File: src/rtl/core/pcst_pkg.sv
// ============================================================================
// pcst_pkg: shared types and constants of the PC sample profiler
// Sizes, register indexes and the controller/datapath command and status.
// ============================================================================
package pcst_pkg;

    localparam int HIST_WORDS = 4096;
    localparam int TOP_MAX    = 64;
    localparam int KEPT_DEPTH = 64;

    localparam int HW_AW  = (HIST_WORDS > 1) ? $clog2(HIST_WORDS) : 1;
    localparam int HW_CW  = HW_AW + 1;
    localparam int KP_AW  = $clog2(KEPT_DEPTH);
    localparam int KC_W   = KP_AW + 1;
    localparam int ENT_W  = 64;
    localparam int CFG_IW = 2;

    localparam logic [CFG_IW-1:0] CFG_BASE  = 2'd0;
    localparam logic [CFG_IW-1:0] CFG_LIMIT = 2'd1;
    localparam logic [31:0]       LIMIT_RST = 32'd16384;

    typedef enum logic [1:0] {
        W_CUR,
        W_BEST,
        W_AENT
    } t_wsel;

    typedef struct packed {
        logic              ld_item;
        logic              hist_we;
        logic              hist_scan;
        logic              hist_clear;
        logic [HW_CW-1:0]  ctr;
        logic              cnt_ld;
        logic              kept_we;
        logic [KP_AW-1:0]  kaddr;
        t_wsel             wsel;
        logic              best_ld;
        logic              a_ld;
        logic              emit_oor;
        logic              emit_entry;
        logic              emit_last;
    } t_cmd;

    typedef struct packed {
        logic              is_dump;
        logic              in_range;
        logic [KC_W-1:0]   n;
        logic              cnt_zero;
        logic              scan_end;
        logic              q_lt_best;
        logic              q_gt_best;
        logic              cur_gt_best;
    } t_sts;

endpackage

File: src/rtl/core/pcst_ctrl.sv
// ============================================================================
// pcst_ctrl: profiler controller
// Sequences clear pass, sample update, top-entry scan and sort.
// ============================================================================
module pcst_ctrl
    import pcst_pkg::*;
(
    input  logic i_clk,
    input  logic i_rst_n,
    input  logic i_start,
    input  t_sts i_sts,
    output t_cmd o_cmd,
    output logic o_busy
);

    typedef enum logic [3:0] {
        S_CLEAR, S_IDLE, S_CHECK, S_INC, S_D_RD, S_D_CHK, S_D_KEEP,
        S_M_RD, S_M_CMP, S_M_DEC, S_T_RD, S_T_CMP, S_T_W1, S_T_W2
    } t_state;

    t_state           r_state, n_state;
    logic [HW_CW-1:0] r_ctr, n_ctr;
    logic [KC_W-1:0]  r_used, n_used, r_a, n_a, r_b, n_b;
    logic [KP_AW-1:0] r_mi, n_mi, r_mx, n_mx;
    logic             r_busy;
    t_cmd             cmd;

    always_comb begin
        n_state = r_state;
        n_ctr   = r_ctr;
        n_used  = r_used;
        n_a     = r_a;
        n_b     = r_b;
        n_mi    = r_mi;
        n_mx    = r_mx;
        cmd     = '0;
        cmd.ctr = r_ctr;
        cmd.wsel = W_CUR;
        unique case (r_state)
            S_CLEAR: begin
                cmd.hist_we    = 1'b1;
                cmd.hist_scan  = 1'b1;
                cmd.hist_clear = 1'b1;
                if (r_ctr == HW_CW'(HIST_WORDS - 1)) begin
                    n_ctr   = '0;
                    n_state = S_IDLE;
                end else begin
                    n_ctr = r_ctr + 1'b1;
                end
            end
            S_IDLE: begin
                if (i_start) begin
                    cmd.ld_item = 1'b1;
                    n_state     = S_CHECK;
                end
            end
            S_CHECK: begin
                if (!i_sts.is_dump) begin
                    if (i_sts.in_range) begin
                        n_state = S_INC;
                    end else begin
                        cmd.emit_oor = 1'b1;
                        n_state      = S_IDLE;
                    end
                end else if (i_sts.n == '0) begin
                    n_state = S_IDLE;
                end else begin
                    n_ctr   = '0;
                    n_used  = '0;
                    n_state = S_D_RD;
                end
            end
            S_INC: begin
                cmd.hist_we = 1'b1;
                n_state     = S_IDLE;
            end
            S_D_RD: begin
                cmd.hist_scan = 1'b1;
                if (i_sts.scan_end) begin
                    n_a     = '0;
                    n_b     = '0;
                    n_state = (r_used != '0) ? S_T_RD : S_IDLE;
                end else begin
                    n_state = S_D_CHK;
                end
            end
            S_D_CHK: begin
                cmd.hist_scan = 1'b1;
                cmd.cnt_ld    = 1'b1;
                n_state       = S_D_KEEP;
            end
            S_D_KEEP: begin
                cmd.hist_scan = 1'b1;
                if (i_sts.cnt_zero) begin
                    n_ctr   = r_ctr + 1'b1;
                    n_state = S_D_RD;
                end else if (r_used < i_sts.n) begin
                    cmd.kept_we = 1'b1;
                    cmd.kaddr   = r_used[KP_AW-1:0];
                    n_used      = r_used + 1'b1;
                    n_ctr       = r_ctr + 1'b1;
                    n_state     = S_D_RD;
                end else begin
                    n_b     = '0;
                    n_state = S_M_RD;
                end
            end
            S_M_RD: begin
                cmd.kaddr = r_b[KP_AW-1:0];
                n_state   = S_M_CMP;
            end
            S_M_CMP: begin
                cmd.kaddr = r_b[KP_AW-1:0];
                if (r_b == '0 || i_sts.q_lt_best) begin
                    cmd.best_ld = 1'b1;
                    n_mi        = r_b[KP_AW-1:0];
                end
                if (r_b + 1'b1 < r_used) begin
                    n_b     = r_b + 1'b1;
                    n_state = S_M_RD;
                end else begin
                    n_state = S_M_DEC;
                end
            end
            S_M_DEC: begin
                if (i_sts.cur_gt_best) begin
                    cmd.kept_we = 1'b1;
                    cmd.kaddr   = r_mi;
                end
                n_ctr   = r_ctr + 1'b1;
                n_state = S_D_RD;
            end
            S_T_RD: begin
                cmd.kaddr = r_b[KP_AW-1:0];
                n_state   = S_T_CMP;
            end
            S_T_CMP: begin
                cmd.kaddr = r_b[KP_AW-1:0];
                if (r_b == r_a) begin
                    cmd.a_ld    = 1'b1;
                    cmd.best_ld = 1'b1;
                    n_mx        = r_b[KP_AW-1:0];
                end else if (i_sts.q_gt_best) begin
                    cmd.best_ld = 1'b1;
                    n_mx        = r_b[KP_AW-1:0];
                end
                if (r_b + 1'b1 < r_used) begin
                    n_b     = r_b + 1'b1;
                    n_state = S_T_RD;
                end else begin
                    n_state = S_T_W1;
                end
            end
            S_T_W1: begin
                cmd.kept_we    = 1'b1;
                cmd.kaddr      = r_a[KP_AW-1:0];
                cmd.wsel       = W_BEST;
                cmd.emit_entry = 1'b1;
                cmd.emit_last  = (r_a + 1'b1 == r_used);
                n_state        = S_T_W2;
            end
            S_T_W2: begin
                cmd.kept_we = 1'b1;
                cmd.kaddr   = r_mx;
                cmd.wsel    = W_AENT;
                if (r_a + 1'b1 == r_used) begin
                    n_state = S_IDLE;
                end else begin
                    n_a     = r_a + 1'b1;
                    n_b     = r_a + 1'b1;
                    n_state = S_T_RD;
                end
            end
            default: begin
                n_state = S_IDLE;
            end
        endcase
    end

    always_ff @(posedge i_clk) begin
        if (!i_rst_n) begin
            r_state <= S_CLEAR;
            r_ctr   <= '0;
            r_used  <= '0;
            r_a     <= '0;
            r_b     <= '0;
            r_mi    <= '0;
            r_mx    <= '0;
            r_busy  <= 1'b1;
        end else begin
            r_state <= n_state;
            r_ctr   <= n_ctr;
            r_used  <= n_used;
            r_a     <= n_a;
            r_b     <= n_b;
            r_mi    <= n_mi;
            r_mx    <= n_mx;
            r_busy  <= (n_state != S_IDLE);
        end
    end

    assign o_cmd  = cmd;
    assign o_busy = r_busy;

`ifndef SYNTHESIS
    a_used_bound: assert property (@(posedge i_clk) disable iff (!i_rst_n)
        r_used <= KC_W'(KEPT_DEPTH))
        else $error("kept set overflow");
    a_emit_nonempty: assert property (@(posedge i_clk) disable iff (!i_rst_n)
        cmd.emit_entry |-> (r_used != '0) && (r_a < r_used))
        else $error("emit outside kept set");
    a_swap_pair: assert property (@(posedge i_clk) disable iff (!i_rst_n)
        (r_state == S_T_W1) |=> (r_state == S_T_W2) && $stable(r_a))
        else $error("swap write pair broken");
    a_busy_match: assert property (@(posedge i_clk) disable iff (!i_rst_n)
        r_busy == (r_state != S_IDLE))
        else $error("busy out of step with state");
`endif

endmodule
File: config.mk
export PLATFORM = sky130hd
export DESIGN_NAME = pcst_ctrl
export DESIGN_NICKNAME = d
export VERILOG_FILES = /design/src/rtl/core/pcst_pkg.sv /design/src/rtl/core/pcst_ctrl.sv
export SDC_FILE = /design/constraint.sdc
export NUM_CORES = 1
export LEC_CHECK = 0
export BUFFER_PORTS_ARGS = -buffer_cell sky130_fd_sc_hd__buf_2
export CORE_ASPECT_RATIO = 0.7
export CORE_UTILIZATION = 45
export DETAILED_ROUTE_END_ITERATION = 10
export PLACE_DENSITY = 0.73
export REMOVE_ABC_BUFFERS = 1
export SYNTH_ARGS = -nofsm -noshare
export SYNTH_HDL_FRONTEND = slang
export SYNTH_SLANG_ARGS = --single-unit
export TNS_END_PERCENT = 30
File: constraint.sdc
create_clock -name i_clk -period 2.45 [get_ports i_clk]
set_clock_uncertainty 0.05 [all_clocks]
set_input_delay 0.1225 -clock i_clk [delete_from_list [all_inputs] [get_ports i_clk]]
set_output_delay 0.1225 -clock i_clk [all_outputs]
set_load 0.03 [all_outputs]
==> run summary <==
Area after DPL = 0.004343 mm²
Largest net degree at the start of global routing = 22
Area of the multi-input gates = 0.002549 mm²
Final setup violation count = 8
Placement Setup Slack = -183.5 ps
Clock transition at path regs = 70 ps
Post-route ant nets = 0
Nets = 593
Die area = 0.008566 mm²
R2r setup slk = -130 ps
Die Wd = 110.2 µm
Static Leak = 2.005 nW
HPWL after DPL = 8.865 mm
Die height = 77.74 µm
Adder-cell share of the synthesized area = 6.108%
GR Util All Layers = 28.02%
Tmin final = 2580 ps
Reg-to-Reg Start = r_b[4]
Setup crit end kind = register
Register Area = 0.001031 mm²
Tcrit/Tclk final = 105.3%
Routed WL = 11.80 mm
Fin util = 60.35%
Slew @ Worst Pin = 663.2 ps
Cells after synthesis = 461
Synth Cell Area = 0.003687 mm²
Root Buffer = clkbuf_16
Kind of critical path = register to register
Status = finished, violations left
Area grow syn2layout = 29.39%
Library cells used by synthesis = 70
Critical-path maximum fanout = 7
WP data required = 2590 ps
Worst Hold Class = input port to register
First-pass iteration count of the detailed router = 5
CTS tree = built
Most frequent cells in the layout = buf_4 (66), buf_2 (48), nor2_1 (43), dfxtp_1 (43), nand2_1 (40)
Crit path DAT = 2720 ps
Core Rows = 27
Fillers = 702
# clock sinks = 51
#FFs+latches synth = 51
Routability Congestion = 0.9236
First-pass GRT wire length = 18.53 mm
Most common cell after layout, fill and taps aside = buf_4
DR iter-0 viols = 405
Remaining Overflow, GRT = 0
Slew Limit Fails = 0
Cts hold-fix bufs = 0
Synthesized area per cell = 7.998 µm²
FMAX = 0.3876 GHz
R2R depth = 11
Worst skew pair latency = 290 ps
Hold Path Sink = r_b[0]
Initial Util = 46.64%
Antenna Cells = 0
Core area = 0.007905 mm²
CTS Buf Count = 5
Routed via count = 3966
Synth Flop Type = dfxtp_1
Failing checks = setup timing
Vias in the first global route = 3582
I/O Buffers = 49
Layout cells sized above 1 = 31.13%
Register area share after synthesis = 27.69%
Slew headroom = 54.64%
Multiplexer share of the synthesized area = 3.529%
Number of flops mapped to enable cells by yosys = 0
H-tree levels = 2
Post-synthesis compound-gate area fraction = 23.45%
Routed length per instance = 17.87 µm
Synth area leaders = dfxtp_1 (28%), xnor2_1 (6.2%), ha_1 (6.1%)
Main combinational cell family by area after synthesis = simple AND/OR/NAND/NOR gates
Yosys top cell area share = 27.69%
Crit start category = register
Worst r2r dst = r_b[5]
Number of max-cap violations = 0
Post-synthesis simple-gate area fraction = 23.79%
Final hold violations = 0
Ys Warns = 0
XOR/XNOR share of the synthesized area = 8.076%
Worst hold path depth = 2
Via/cell ratio = 6.009
Async set-or-reset flop fraction in the synthesized netlist = 0%
Initial antenna violation count = 0
Worst hold start = i_rst_n
Pwr dens = 351.5 mW/mm²
Residual DRC count = 0
CTS Buffer Depth = 2
I/O pin count = 50
Final Cell Area = 0.004771 mm²
Cell taking the most area after synthesis = dfxtp_1
Max IR drop VDD = 0.0003001 V
RSZ-0062 raised after global routing = yes
Final WS setup = -129.7 ps
metrics by stage:
step           instances  power (mW)  setup TNS [ps]  hold WS (ps)
6_report             660       1.677          -601.7         178.0
5_1_grt              660       1.727           -1427         179.1
4_1_cts              656       1.675          -507.1         174.3
3_5_place_dp         642      0.9429          -899.5         430.0
3_3_place_gp         642      0.9386          -294.0         422.2
2_1_floorplan        430      0.8983           -5993         190.0
worst max-delay path: stages, from the launching register on:
cell	delay (ps)
dfxtp_1	470
nand2_1	150
nor2_4	140
xnor2_2	150
ha_4	250
a21oi_1	150
and3_4	220
o211ai_4	80
a221oi_2	280
buf_4	220
a21oi_1	80
a311oi_1	250
worst max path at each step:
stage,from,end,slack [ps],cells after the start
after global routing,r_b[4],r_b[5],-180,11
after floorplan,r_b[0],r_b[4],-460,11
after CTS,r_b[1],r_b[4],-100,12
after global placement,r_b[0],r_b[4],-70,12
after detailed placement,r_b[1],r_b[5],-180,12
final,r_b[4],r_b[5],-130,11
per-layer routing:
metal	vias up	global-route usage, %	part of all wire, %
met5	-	0	0
met4	0	3.947	0.62
met3	10	6.555	11
met2	223	41.81	44
met1	1855	41.42	44
li1	1878	-	-
cell families after synthesis:
| family | Yosys count |
|---|---|
| AND/OR/NAND/NOR | 174 |
| AO/OA/AOI/OAI | 116 |
| buffers and inverters | 55 |
| flip-flops | 51 |
| XOR/XNOR | 34 |
| adder cells (fa/ha/maj) | 18 |
| multiplexers | 13 |
layout make-up:
type / count / share of cell area [%]
Clock buffer: 7 / 3.200
Clock inverter: 1 / 0.1574
Inverter: 24 / 1.888
Multi-Input combinational cell: 355 / 53.42
Sequential cell: 51 / 21.61
Tap cell: 101 / 2.649
Timing Repair Buffer: 121 / 17.07
state kept, by name, indices dropped and copies added (netlist names):
signal,cells
r_ctr,13
r_a,7
r_b,7
r_used,7
r_mi,6
r_mx,6
r_state,4
o_busy,1
synthesized netlist by cell type, types with 5 or more instances:
library cell  number
a32o_1             5
or4_1              6
o31ai_1            6
nor2_1            45
a222oi_1           6
mux2i_1           13
and3_1             9
buf_4              8
xnor2_1           26
a22oi_1            5
a21o_1             6
a21oi_1           32
ha_1              18
inv_1             24
nor3_1             9
o21ai_0           14
or3_1              6
nand2_1           40
xor2_1             8
clkbuf_1           9
nand3_1           23
nand4_1            6
dfxtp_1           51
buf_2              9
power breakdown:
group	internal, mW	switching (mW)	total [mW]
Clock	0.435	0.316	0.752
Combinational	0.0305	0.0565	0.0870
Sequential	0.833	0.00554	0.838
what timing repair did:
item,CTS,global route
gates resized for setup,18,31
endpoints found under the setup margin,14,27
cloned,1,0
pin swaps,13,11
buffers inserted,5,4
(Power assumes the default switching activity.)
